`src/rtl/core/bdsl_pkg.sv`:
```
// ----------------------------------------------------------------------------
// Bounded deque / sorted list package
// Request and response types, operation and status codes, compare unit modes.
// ----------------------------------------------------------------------------
package bdsl_pkg;

  localparam int unsigned OP_W   = 3;
  localparam int unsigned VAL_W  = 16;
  localparam int unsigned STAT_W = 2;
  localparam int unsigned CNT_W  = 6;

  localparam logic [OP_W-1:0] OP_PUSH_BACK  = 3'd0;
  localparam logic [OP_W-1:0] OP_POP_BACK   = 3'd1;
  localparam logic [OP_W-1:0] OP_PUSH_FRONT = 3'd2;
  localparam logic [OP_W-1:0] OP_POP_FRONT  = 3'd3;
  localparam logic [OP_W-1:0] OP_DELETE     = 3'd4;
  localparam logic [OP_W-1:0] OP_SORTED_ADD = 3'd5;

  localparam logic [STAT_W-1:0] ST_OK    = 2'd0;
  localparam logic [STAT_W-1:0] ST_EMPTY = 2'd1;
  localparam logic [STAT_W-1:0] ST_FULL  = 2'd2;

  typedef struct packed {
    logic [OP_W-1:0]         op;
    logic signed [VAL_W-1:0] value;
  } in_req_t;

  typedef struct packed {
    logic signed [VAL_W-1:0] value_out;
    logic [STAT_W-1:0]       status;
    logic [CNT_W-1:0]        count;
  } out_rsp_t;

  typedef enum logic [1:0] {
    CM_COPY,
    CM_MATCH,
    CM_BUBBLE
  } cmp_mode_e;

  typedef struct packed {
    logic wr_en;
    logic swap;
  } cmp_ctl_t;

endpackage

```
`src/rtl/core/bdsl_ram.sv`:
```
// ----------------------------------------------------------------------------
// Generic single-port-write RAM
// One write port and one read port with registered read data.
// ----------------------------------------------------------------------------
module bdsl_ram #(
  parameter int unsigned WIDTH = 16,
  parameter int unsigned DEPTH = 32,
  localparam int unsigned AW   = (DEPTH > 1) ? $clog2(DEPTH) : 1
) (
  input  logic             clk_i,
  input  logic             we_i,
  input  logic [AW-1:0]    waddr_i,
  input  logic [WIDTH-1:0] wdata_i,
  input  logic             re_i,
  input  logic [AW-1:0]    raddr_i,
  output logic [WIDTH-1:0] rdata_o
);

  logic [WIDTH-1:0] mem_q [DEPTH];
  logic [WIDTH-1:0] rdata_q;

  always_ff @(posedge clk_i) begin
    if (we_i) begin
      mem_q[waddr_i] <= wdata_i;
    end
    if (re_i) begin
      rdata_q <= mem_q[raddr_i];
    end
  end

  assign rdata_o = rdata_q;

endmodule

```
`src/rtl/core/bdsl_cmp.sv`:
```
// ----------------------------------------------------------------------------
// Bounded deque compare unit
// Shared select / compare step used by shifts, value removal and sort passes.
// ----------------------------------------------------------------------------
module bdsl_cmp
  import bdsl_pkg::*;
#(
  parameter int unsigned VALUE_BITS = 16
) (
  input  cmp_mode_e             mode_i,
  input  logic                  first_i,
  input  logic [VALUE_BITS-1:0] key_i,
  input  logic [VALUE_BITS-1:0] carry_i,
  input  logic [VALUE_BITS-1:0] rdata_i,
  output cmp_ctl_t              ctl_o,
  output logic [VALUE_BITS-1:0] wdata_o,
  output logic [VALUE_BITS-1:0] carry_o
);

  logic less;

  assign less = $signed(rdata_i) < $signed(carry_i);

  always_comb begin
    ctl_o   = '0;
    wdata_o = rdata_i;
    carry_o = carry_i;
    case (mode_i)
      CM_COPY: begin
        ctl_o.wr_en = 1'b1;
      end
      CM_MATCH: begin
        ctl_o.wr_en = (rdata_i != key_i);
      end
      CM_BUBBLE: begin
        if (first_i) begin
          carry_o = rdata_i;
        end else if (less) begin
          ctl_o.wr_en = 1'b1;
          ctl_o.swap  = 1'b1;
        end else begin
          ctl_o.wr_en = 1'b1;
          wdata_o     = carry_i;
          carry_o     = rdata_i;
        end
      end
      default: begin
        ctl_o = '0;
      end
    endcase
  end

endmodule

```
`src/rtl/core/bounded_deque_sorted_list_core.sv`:
```
// ----------------------------------------------------------------------------
// Bounded deque / sorted list core
// Deque of signed values with push/pop at both ends, removal of all equal
// entries and insertion followed by an ascending sort, on one entry RAM.
//
//   channel | direction | handshake                | payload
//   --------+-----------+--------------------------+----------------------
//   request | in        | in_valid_i / in_stall_o  | in_req_i  (op, value)
//   result  | out       | out_valid_o / out_stall_i| out_rsp_o (value_out,
//           |           |                          |  status, count)
//
// Push back, full or empty cases and unused codes go straight to completion;
// pops first capture a RAM read. Push front, pop front and delete also stream
// over the stored entries. Sorted add: bubble passes of shrinking length,
// stopping early when a pass makes no swap.
// Reset empties the store at once; there is no clearing pass.
// A request is taken while the previous result waits in the output register.
// ----------------------------------------------------------------------------
module bounded_deque_sorted_list_core
  import bdsl_pkg::*;
#(
  parameter int unsigned DEPTH      = 32,
  parameter int unsigned VALUE_BITS = 16
) (
  input  logic     clk_i,
  input  logic     rst_ni,
  input  logic     in_valid_i,
  output logic     in_stall_o,
  input  in_req_t  in_req_i,
  output logic     out_valid_o,
  input  logic     out_stall_i,
  output out_rsp_t out_rsp_o
);

  localparam int unsigned AW = (DEPTH > 1) ? $clog2(DEPTH) : 1;
  localparam int unsigned CW = $clog2(DEPTH + 1);
  localparam int unsigned XW = (VALUE_BITS > VAL_W) ? VALUE_BITS : VAL_W;
  localparam int unsigned NW = (CW > CNT_W) ? CW : CNT_W;

  typedef enum logic [1:0] {
    S_IDLE,
    S_CAPTURE,
    S_STREAM,
    S_DONE
  } state_e;

  state_e                state_q, state_d;
  logic [OP_W-1:0]       op_q, op_d;
  logic [VALUE_BITS-1:0] key_q, key_d;
  logic [VALUE_BITS-1:0] vout_q, vout_d;
  logic [STAT_W-1:0]     status_q, status_d;
  logic [CW-1:0]         count_q, count_d;
  logic [AW-1:0]         rd_q, rd_d;
  logic [CW-1:0]         left_q, left_d;
  logic [CW-1:0]         wr_q, wr_d;
  logic [CW-1:0]         limit_q, limit_d;
  logic                  vld_q, vld_d;
  logic                  asc_q, asc_d;
  logic                  first_q, first_d;
  logic                  swap_q, swap_d;
  cmp_mode_e             mode_q, mode_d;
  logic [VALUE_BITS-1:0] carry_q, carry_d;
  logic                  out_valid_q, out_valid_d;
  out_rsp_t              out_q, out_d;

  logic                  ram_we;
  logic [AW-1:0]         ram_waddr;
  logic [VALUE_BITS-1:0] ram_wdata;
  logic                  ram_re;
  logic [AW-1:0]         ram_raddr;
  logic [VALUE_BITS-1:0] ram_rdata;

  cmp_ctl_t              cmp_ctl;
  logic [VALUE_BITS-1:0] cmp_wdata;
  logic [VALUE_BITS-1:0] cmp_carry;

  logic [XW-1:0]         key_ext;
  logic [VALUE_BITS-1:0] in_key;
  logic [XW-1:0]         vout_ext;
  logic [NW-1:0]         cnt_ext;
  logic                  accept;
  logic                  full;
  logic                  empty;

  assign key_ext  = XW'(in_req_i.value);
  assign in_key   = key_ext[VALUE_BITS-1:0];
  assign vout_ext = XW'(vout_q);
  assign cnt_ext  = NW'(count_q);
  assign full     = (count_q == CW'(DEPTH));
  assign empty    = (count_q == '0);

  assign in_stall_o  = (state_q != S_IDLE);
  assign accept      = in_valid_i && !in_stall_o;
  assign out_valid_o = out_valid_q;
  assign out_rsp_o   = out_q;

  bdsl_ram #(
    .WIDTH (VALUE_BITS),
    .DEPTH (DEPTH)
  ) u_ram (
    .clk_i   (clk_i),
    .we_i    (ram_we),
    .waddr_i (ram_waddr),
    .wdata_i (ram_wdata),
    .re_i    (ram_re),
    .raddr_i (ram_raddr),
    .rdata_o (ram_rdata)
  );

  bdsl_cmp #(
    .VALUE_BITS (VALUE_BITS)
  ) u_cmp (
    .mode_i  (mode_q),
    .first_i (first_q),
    .key_i   (key_q),
    .carry_i (carry_q),
    .rdata_i (ram_rdata),
    .ctl_o   (cmp_ctl),
    .wdata_o (cmp_wdata),
    .carry_o (cmp_carry)
  );

  always_comb begin
    state_d     = state_q;
    op_d        = op_q;
    key_d       = key_q;
    vout_d      = vout_q;
    status_d    = status_q;
    count_d     = count_q;
    rd_d        = rd_q;
    left_d      = left_q;
    wr_d        = wr_q;
    limit_d     = limit_q;
    vld_d       = 1'b0;
    asc_d       = asc_q;
    first_d     = first_q;
    swap_d      = swap_q;
    mode_d      = mode_q;
    carry_d     = carry_q;
    out_valid_d = out_valid_q && out_stall_i;
    out_d       = out_q;
    ram_we      = 1'b0;
    ram_waddr   = '0;
    ram_wdata   = '0;
    ram_re      = 1'b0;
    ram_raddr   = '0;

    case (state_q)
      S_IDLE: begin
        if (accept) begin
          op_d     = in_req_i.op;
          key_d    = in_key;
          vout_d   = '0;
          status_d = ST_OK;
          state_d  = S_DONE;
          case (in_req_i.op)
            OP_PUSH_BACK: begin
              if (full) begin
                status_d = ST_FULL;
              end else begin
                count_d   = count_q + 1'b1;
                vout_d    = in_key;
                ram_we    = 1'b1;
                ram_waddr = count_q[AW-1:0];
                ram_wdata = in_key;
              end
            end
            OP_PUSH_FRONT: begin
              if (full) begin
                status_d = ST_FULL;
              end else begin
                count_d = count_q + 1'b1;
                vout_d  = in_key;
                if (empty) begin
                  ram_we    = 1'b1;
                  ram_waddr = '0;
                  ram_wdata = in_key;
                end else begin
                  asc_d   = 1'b0;
                  mode_d  = CM_COPY;
                  rd_d    = AW'(count_q - 1'b1);
                  left_d  = count_q;
                  wr_d    = count_q;
                  state_d = S_STREAM;
                end
              end
            end
            OP_SORTED_ADD: begin
              if (full) begin
                status_d = ST_FULL;
              end else begin
                count_d   = count_q + 1'b1;
                ram_we    = 1'b1;
                ram_waddr = count_q[AW-1:0];
                ram_wdata = in_key;
                if (!empty) begin
                  asc_d   = 1'b1;
                  mode_d  = CM_BUBBLE;
                  rd_d    = '0;
                  left_d  = count_q + 1'b1;
                  limit_d = count_q + 1'b1;
                  wr_d    = '0;
                  first_d = 1'b1;
                  swap_d  = 1'b0;
                  state_d = S_STREAM;
                end
              end
            end
            OP_POP_BACK: begin
              if (empty) begin
                status_d = ST_EMPTY;
              end else begin
                count_d   = count_q - 1'b1;
                ram_re    = 1'b1;
                ram_raddr = AW'(count_q - 1'b1);
                state_d   = S_CAPTURE;
              end
            end
            OP_POP_FRONT: begin
              if (empty) begin
                status_d = ST_EMPTY;
              end else begin
                count_d   = count_q - 1'b1;
                ram_re    = 1'b1;
                ram_raddr = '0;
                state_d   = S_CAPTURE;
              end
            end
            OP_DELETE: begin
              if (!empty) begin
                asc_d   = 1'b1;
                mode_d  = CM_MATCH;
                rd_d    = '0;
                left_d  = count_q;
                wr_d    = '0;
                state_d = S_STREAM;
              end
            end
            default: begin
              state_d = S_DONE;
            end
          endcase
        end
      end

      S_CAPTURE: begin
        vout_d  = ram_rdata;
        state_d = S_DONE;
        if (op_q == OP_POP_FRONT && !empty) begin
          asc_d   = 1'b1;
          mode_d  = CM_COPY;
          rd_d    = AW'(1);
          left_d  = count_q;
          wr_d    = '0;
          state_d = S_STREAM;
        end
      end

      S_STREAM: begin
        if (left_q != '0) begin
          ram_re    = 1'b1;
          ram_raddr = rd_q;
          rd_d      = asc_q ? rd_q + 1'b1 : rd_q - 1'b1;
          left_d    = left_q - 1'b1;
          vld_d     = 1'b1;
        end
        if (vld_q) begin
          carry_d = cmp_carry;
          first_d = 1'b0;
          if (cmp_ctl.swap) begin
            swap_d = 1'b1;
          end
          if (cmp_ctl.wr_en) begin
            ram_we    = 1'b1;
            ram_waddr = wr_q[AW-1:0];
            ram_wdata = cmp_wdata;
            wr_d      = asc_q ? wr_q + 1'b1 : wr_q - 1'b1;
          end
        end
        if (left_q == '0 && !vld_q) begin
          state_d = S_DONE;
          case (op_q)
            OP_PUSH_FRONT: begin
              ram_we    = 1'b1;
              ram_waddr = '0;
              ram_wdata = key_q;
            end
            OP_DELETE: begin
              count_d = wr_q;
            end
            OP_SORTED_ADD: begin
              ram_we    = 1'b1;
              ram_waddr = wr_q[AW-1:0];
              ram_wdata = carry_q;
              if (swap_q && limit_q > CW'(2)) begin
                limit_d = limit_q - 1'b1;
                left_d  = limit_q - 1'b1;
                rd_d    = '0;
                wr_d    = '0;
                first_d = 1'b1;
                swap_d  = 1'b0;
                state_d = S_STREAM;
              end
            end
            default: begin
              state_d = S_DONE;
            end
          endcase
        end
      end

      S_DONE: begin
        if (!out_valid_q || !out_stall_i) begin
          out_valid_d     = 1'b1;
          out_d.value_out = vout_ext[VAL_W-1:0];
          out_d.status    = status_q;
          out_d.count     = cnt_ext[CNT_W-1:0];
          state_d         = S_IDLE;
        end
      end

      default: begin
        state_d = S_IDLE;
      end
    endcase
  end

  always_ff @(posedge clk_i or negedge rst_ni) begin
    if (!rst_ni) begin
      state_q     <= S_IDLE;
      count_q     <= '0;
      vld_q       <= 1'b0;
      out_valid_q <= 1'b0;
    end else begin
      state_q     <= state_d;
      count_q     <= count_d;
      vld_q       <= vld_d;
      out_valid_q <= out_valid_d;
    end
  end

  always_ff @(posedge clk_i) begin
    op_q     <= op_d;
    key_q    <= key_d;
    vout_q   <= vout_d;
    status_q <= status_d;
    rd_q     <= rd_d;
    left_q   <= left_d;
    wr_q     <= wr_d;
    limit_q  <= limit_d;
    asc_q    <= asc_d;
    first_q  <= first_d;
    swap_q   <= swap_d;
    mode_q   <= mode_d;
    carry_q  <= carry_d;
    out_q    <= out_d;
  end

`ifndef SYNTHESIS
  a_count_bound: assert property (@(posedge clk_i) disable iff (!rst_ni)
    count_q <= CW'(DEPTH))
    else $error("entry count above depth");

  a_no_rw_clash: assert property (@(posedge clk_i) disable iff (!rst_ni)
    (ram_re && ram_we) |-> (ram_raddr != ram_waddr))
    else $error("RAM read and write at one address");

  a_accept_busy: assert property (@(posedge clk_i) disable iff (!rst_ni)
    accept |=> (state_q != S_IDLE))
    else $error("request accepted without leaving idle");

  a_result_from_done: assert property (@(posedge clk_i) disable iff (!rst_ni)
    $rose(out_valid_o) |-> $past(state_q == S_DONE))
    else $error("result raised outside completion");

  a_stream_only: assert property (@(posedge clk_i) disable iff (!rst_ni)
    vld_q |-> (state_q == S_STREAM))
    else $error("read data pending outside streaming");
`endif

endmodule
```
`config.mk`:
```
export PLATFORM = sky130hd
export DESIGN_NAME = bounded_deque_sorted_list_core
export DESIGN_NICKNAME = d
export VERILOG_FILES = /design/src/rtl/core/bdsl_pkg.sv /design/src/rtl/core/bdsl_ram.sv /design/src/rtl/core/bdsl_cmp.sv /design/src/rtl/core/bounded_deque_sorted_list_core.sv
export SDC_FILE = /design/constraint.sdc
export NUM_CORES = 1
export LEC_CHECK = 0
export BUFFER_PORTS_ARGS = -buffer_cell sky130_fd_sc_hd__buf_2
export CAP_MARGIN = 20
export CORE_AREA = 2 2 258 361
export CTS_BUF_LIST = sky130_fd_sc_hd__clkbuf_8
export DETAILED_ROUTE_END_ITERATION = 12
export DIE_AREA = 0 0 260 363
export GPL_TIMING_DRIVEN = 0
export SKIP_CTS_REPAIR_TIMING = 1
export SYNTH_ARGS = -nofsm -noshare
export SYNTH_HDL_FRONTEND = slang
export SYNTH_SLANG_ARGS = --single-unit
```
`constraint.sdc`:
```
create_clock -name clk_i -period 5.9 [get_ports clk_i]
set_input_delay 1.18 -clock clk_i [delete_from_list [all_inputs] [get_ports clk_i]]
set_output_delay 1.18 -clock clk_i [all_outputs]
set_load 0.02 [all_outputs]
```
# After elaboration in Yosys (flattened, before gate mapping)
# Memories as Yosys holds them, arrays and structs flattened. A register that Yosys moved wholly into a read port is not among the register bits.
# Index checks and enable logic that the tools add are counted.
# op_classes
reduce_logical,39
addsub,8
n_mux,155
n_eq_ne,36
magnitude_cmp,2
# op_table
op,count
two-way mux 16 bit,14
two-way mux 6 bit,32
case mux 16 bit (2 select lines),4
two-way mux 5 bit,21
case mux 6 bit (3 select lines),4
two-way mux 1 bit,45
case mux 6 bit (2 select lines),3
case mux 5 bit (2 select lines),3
case mux 5 bit (3 select lines),2
two-way mux 2 bit,14
AND reduction 7 bit,4
"!= test 3 bit, second input constant",8
"subtractor 6 x 1 -> 6 bit, second input constant",4
"!= test 2 bit, second input constant",9
< comparator 16 bit,1
!= test 16 bit,1
"adder 6 x 1 -> 6 bit, second input constant",2
"equality test 3 x 2 -> 1 bit, second input constant",4
"equality test 3 bit, second input constant",4
logical NOT 6 bit,2
case mux 1 bit (2 select lines),6
case mux 2 bit (3 select lines),2
OR reduction 2 bit,5
AND reduction 9 bit,1
other kinds (26),45
# word_totals
regBits,115
n_memories,1
ramBits,512
elab_cells,261
input_bits,23
# memory_table
memory,words,word_bits,rd,rd_ports_with_merged_regs,write_ports,line,text
u_ram.mem_q,32,16,1,1,1,bdsl_ram.sv:19,logic [WIDTH-1:0] mem_q [DEPTH];

# Depth between registers and ports, before layout
# depth
ltp_word,11
ltp_mapped,15

# Modules after synthesis
# A second synthesis with hierarchy kept.
# unflattened
hier_cells,1839
area_unflattened_um2,28138.2
# by_module_without_submodules
module,n_inst,seq_area_each_um2,area_each_um2,cells_each
bdsl_ram,1,15855.2,20694.8,1143
bounded_deque_sorted_list_core,1,3403.3,6261.0,565
bdsl_cmp,1,0.0,1182.4,131

# Least setup slack after synthesis
# Ideal clock, no wire load.
# synth_timing
path_type,register to register
start,"register u_ram.rdata_q[13] (netlist: u_ram.rdata_o[13]), read port of u_ram.mem_q"
end,"memory u_ram.mem_q[0][15], data pin"
period_less_slack_ns,5.040
path_slack_ns,0.860
path_stages_with_launch,11
t_arrival_ns,4.425
path_buffers,2
path_cell_list,edfxtp_1 -> ha_1 -> a21o_1 -> a21o_1 -> a21oi_1 -> o21ai_0 -> a21oi_1 -> buf_2 -> buf_2 -> nand2_1 -> o311ai_0
# synth_between
elab_chain_len,9
# synth_rtl
element,line,text
start: declaration,bdsl_ram.sv:20,logic [WIDTH-1:0] rdata_q;
< comparator 16 bit,bdsl_cmp.sv:22,assign less = $signed(rdata_i) < $signed(carry_i);
two-way mux 16 bit,bdsl_cmp.sv:38,end else if (less) begin
two-way mux 16 bit,bdsl_cmp.sv:36,if (first_i) begin
two-way mux 16 bit,bdsl_cmp.sv:28,case (mode_i)
two-way mux 16 bit (*),bounded_deque_sorted_list_core.sv:273,if (cmp_ctl.wr_en) begin
two-way mux 16 bit (*),bounded_deque_sorted_list_core.sv:267,if (vld_q) begin
case mux 16 bit (2 select lines),bounded_deque_sorted_list_core.sv:282,case (op_q)
two-way mux 16 bit (*),bounded_deque_sorted_list_core.sv:280,if (left_q == '0 && !vld_q) begin
case mux 16 bit (2 select lines) (*),bounded_deque_sorted_list_core.sv:148,case (state_q)
net ram_wdata[15],bounded_deque_sorted_list_core.sv:68,logic [VALUE_BITS-1:0] ram_wdata;
end: declaration,bdsl_ram.sv:19,
# Mark *: on every way through the listed nets, which the timed path passes. The rest lies on a longest branch.

# Worst setup path in the final report
# layout_timing
start,register left_q[0]
end,"register u_ram.rdata_q[10] (netlist: u_ram.rdata_o[10]), read port of u_ram.mem_q, data pin"
# layout_between
elab_chain_len,3
# layout_rtl
element,line,text
start: declaration,bounded_deque_sorted_list_core.sv:54,"logic [CW-1:0] left_q, left_d;"
start signal: assignment,bounded_deque_sorted_list_core.sv:348,left_q <= left_d;
nonzero test 6 bit (*),bounded_deque_sorted_list_core.sv:260,if (left_q != '0) begin
two-way mux 5 bit / two-way mux 1 bit (equally long branches),bounded_deque_sorted_list_core.sv:260,
case mux 5 bit (2 select lines) / case mux 1 bit (2 select lines) (equally long branches),bounded_deque_sorted_list_core.sv:148,
# Mark *: on every way between the ends. The rest lies on a longest branch, timed or not.
# A chain may end at the register's enable or synchronous reset.

==> results.toml <==
[cts]
clkSinkCount = 643
cts_tree = "done"
cts_root_buf = "clkbuf_8"
path_clk_slew_ns = 0.07
cts_max_level = 3
numCtsBuffers = 92
clk_latency_ns = 0.72
cts_buffer_depth = 3

[critical_path]
crit_chain = "inv_1, ha_1, or3b_1, or2_2, clkbuf_1, ha_1, nand2_1, nand2_1, buf_2, clkbuf_1, nand2_1, a31oi_1, o32ai_1, nor4_1"
cpPeakStageDelay_ns = 1.00
cp.arrival_ns = 5.78
cp_num_buf_inv = 4
worst_path_max_delay_cell = "nor4_1"
cp_top_family = "simple AND/OR/NAND/NOR gates"
critPathMaxFanout = 10
cp-end-kind = "flip-flop"
cp_data_required_time_ns = 6.23
worst-setup-path-type = "flip-flop to flip-flop"
critPathMostFrequentCell = "nand2_1"
worst_setup_path_start_kind = "flip-flop"

[timing]
slew_headroom_pct = 21.7
finalHoldWorstSlack_ns = 0.325
hold_viol = 0
min_period_ns = 5.44
rsz0062_at_grt = "false"
drv_slew = 0
fmax_mhz = 184
setup_viol_count_final = 0
worstMarginPinSlew_ns = 1.16
post-route-period-util_pct = 92.2
finClkSkew_ns = 0.0434

[placed_design]
gp_congestion = 0.930
io_buffers = 48
numPlacedInstances = 3361
dp_hpwl_um = 60200

[die]
pin_count = 49
fp-row-count = 131
die_area_mm2 = 0.0944
fp.coreArea_mm2 = 0.0910
start_util_pct = 30.8
die_w_um = 260
die_h_um = 363

[drt]
first_iter_violations = 1626
postRouteWirelength_um = 82500
drt-pass1-iter-count = 5
vias = 18700
wl_per_cell_um = 23.4
viasPerCell = 5.28
drc_errors = 0
ant_nets = 0

[synth]
syn_inst = 2064
yosysUniqueCellTypes = 71
ys_top_cells_by_area = "edfxtp_1, nand2_1, mux2i_1"
synth_ff_type = "edfxtp_1"
yosys_warnings = 0
synth_edf_count = 633
synthArstFlopShare_pct = 1.56
synthesis.nets = 2122
synthesis.area_mm2 = 0.0280
ys_seq_area_share_pct = 68.8
ys_ff_latch = 643
yosys.area.top_type_share_pct = 67.9
avgSynthCellArea_um2 = 13.6
synth_top_area_cell = "edfxtp_1"

[flow_run]
max-cap-violations = 0

[power_and_ir_drop]
p_leak_uw = 0.0113
power.density_mw_per_mm2 = 475
ir_worst_vdd_mv = 0.183

[global_route]
grt_pass1_vias = 19200
grt_max_degree = 25
grt.total_usage_pct = 17.3
antenna_found_initial = 1
grt_first_pass_wirelength_um = 122000
grt_remaining_overflow = 0

[finish]
regArea_mm2 = 0.0193
instances_no_fill = 3531
drive_above_1_share_pct = 14.5
synthToLayoutAreaGrowth_pct = 16.4
nets = 2318
fin_util_pct = 35.8
nFillCells = 8675
multiInputGateArea_mm2 = 0.00823

[status]
status = "completed"

[worst_hold_path]
hold_class = "input pin to asynchronous set/reset pin"
==> logic make-up (layout without fill, tap and decap cells) <==
| family | Yosys count | in the layout | share of synthesized area [%] |
|---|---|---|---|
| flip-flops | 643 | 643 | 68.8 |
| XOR/XNOR | 46 | 46 | 1.44 |
| other | 0 | 1 | 0 |
| AO/OA/AOI/OAI | 540 | 540 | 13.4 |
| AND/OR/NAND/NOR | 535 | 535 | 8.76 |
| buffers and inverters | 179 | 448 | 2.98 |
| adder cells (fa/ha/maj) | 35 | 35 | 1.62 |
| multiplexers | 86 | 86 | 3.08 |
==> final timing paths <==
kind	from	to	slack (ns)	depth (start not counted)
hold / removal	rst_ni	out_valid_o	0.33	1
setup / recovery	left_q[0]	u_ram.rdata_o[10]	0.46	14
hold reg to reg	vout_ext[6]	out_rsp_o[14]	0.42	0
min in group clk_i	vout_ext[6]	out_rsp_o[14]	0.42	0
max in group asynchronous	rst_ni	cnt_ext[2]	5.38	1
setup reg to reg	left_q[0]	u_ram.rdata_o[10]	0.46	14
==> state kept, by name, indices dropped and copies added (netlist names) <==
name / cells
u_ram.mem_q: 512
out_rsp_o: 24
carry_q: 16
key_q: 16
u_ram.rdata_o: 16
vout_ext: 16
cnt_ext: 6
left_q: 6
limit_q: 6
wr_q: 6
rd_q: 5
op_q: 3
mode_q: 2
state_q: 2
status_q: 2
asc_q: 1
first_q: 1
out_valid_o: 1
swap_q: 1
vld_q: 1
==> cells in the final DEF (no fill, tap or decap), types with 12 or more instances in the layout <==
cell type	netlist	layout
a211oi_1	34	33
a21o_1	12	12
a21oi_1	137	136
a221oi_1	29	29
a22o_1	36	36
a22oi_1	95	95
a31oi_1	38	38
a32oi_1	15	15
and3_1	33	33
buf_2	31	79
buf_4	5	15
buf_6	6	12
buf_8	1	32
clkbuf_1	88	88
clkbuf_8	0	93
clkinv_1	0	25
clkinv_2	0	17
edfxtp_1	633	633
ha_1	33	33
inv_1	40	59
mux2i_1	84	84
nand2_1	275	275
nand2b_1	24	24
nand3_1	47	47
nand4_1	17	17
nor2_1	65	39
nor2_2	0	26
nor3_1	19	15
o21ai_0	33	32
o22a_1	14	14
o22ai_1	23	23
o31ai_4	0	14
xnor2_1	35	35
==> stage by stage <==
| stage | TNS [ns] | cell area [um^2] | total power (uW) | worst slack, ns |
|---|---|---|---|---|
| 3_3_place_gp | -623.39 | 29700 | 11700 | -3.49 |
| 2_1_floorplan | 0 | 28000 | 9660 | 0.860 |
| 4_1_cts | 0 | 32600 | 15500 | 0.560 |
| 5_1_grt | 0 | 32600 | 16200 | 0.253 |
| 6_report | 0 | 32600 | 15500 | 0.458 |
| 3_5_place_dp | 0 | 30800 | 12000 | 0.486 |
==> routing by layer <==
metal,routed length (um),vias to the layer above,global-route usage (%)
li1,-,8402,-
met1,29200,9282,18.0
met2,43400,747,31.9
met3,4140,221,2.38
met4,5720,0,11.8
met5,0,-,0
==> synthesized netlist by cell type (34+ instances only) <==
cell type	count
edfxtp_1	633
nand2_1	275
a21oi_1	137
a22oi_1	95
clkbuf_1	88
mux2i_1	84
nor2_1	65
nand3_1	47
inv_1	40
a31oi_1	38
a22o_1	36
xnor2_1	35
a211oi_1	34
==> final cells by class <==
cell class / instances / area share, %
tap: 1197 / 4.59
sequential: 643 / 59.1
clock inverter: 74 / 1.53
inverter: 41 / 0.472
buffer: 138 / 2.09
timing repair buffer: 102 / 3.07
multi-input combinational: 1242 / 25.2
antenna: 1 / 0.00767
clock buffer: 93 / 3.93
==> power by group <==
| group | internal (uW) | switching [uW] | total (uW) |
|---|---|---|---|
| Sequential | 5810 | 343 | 6150 |
| Combinational | 1870 | 3960 | 5840 |
| Clock | 1750 | 1760 | 3510 |
No activity file was read; power rests on OpenSTA's default activity.
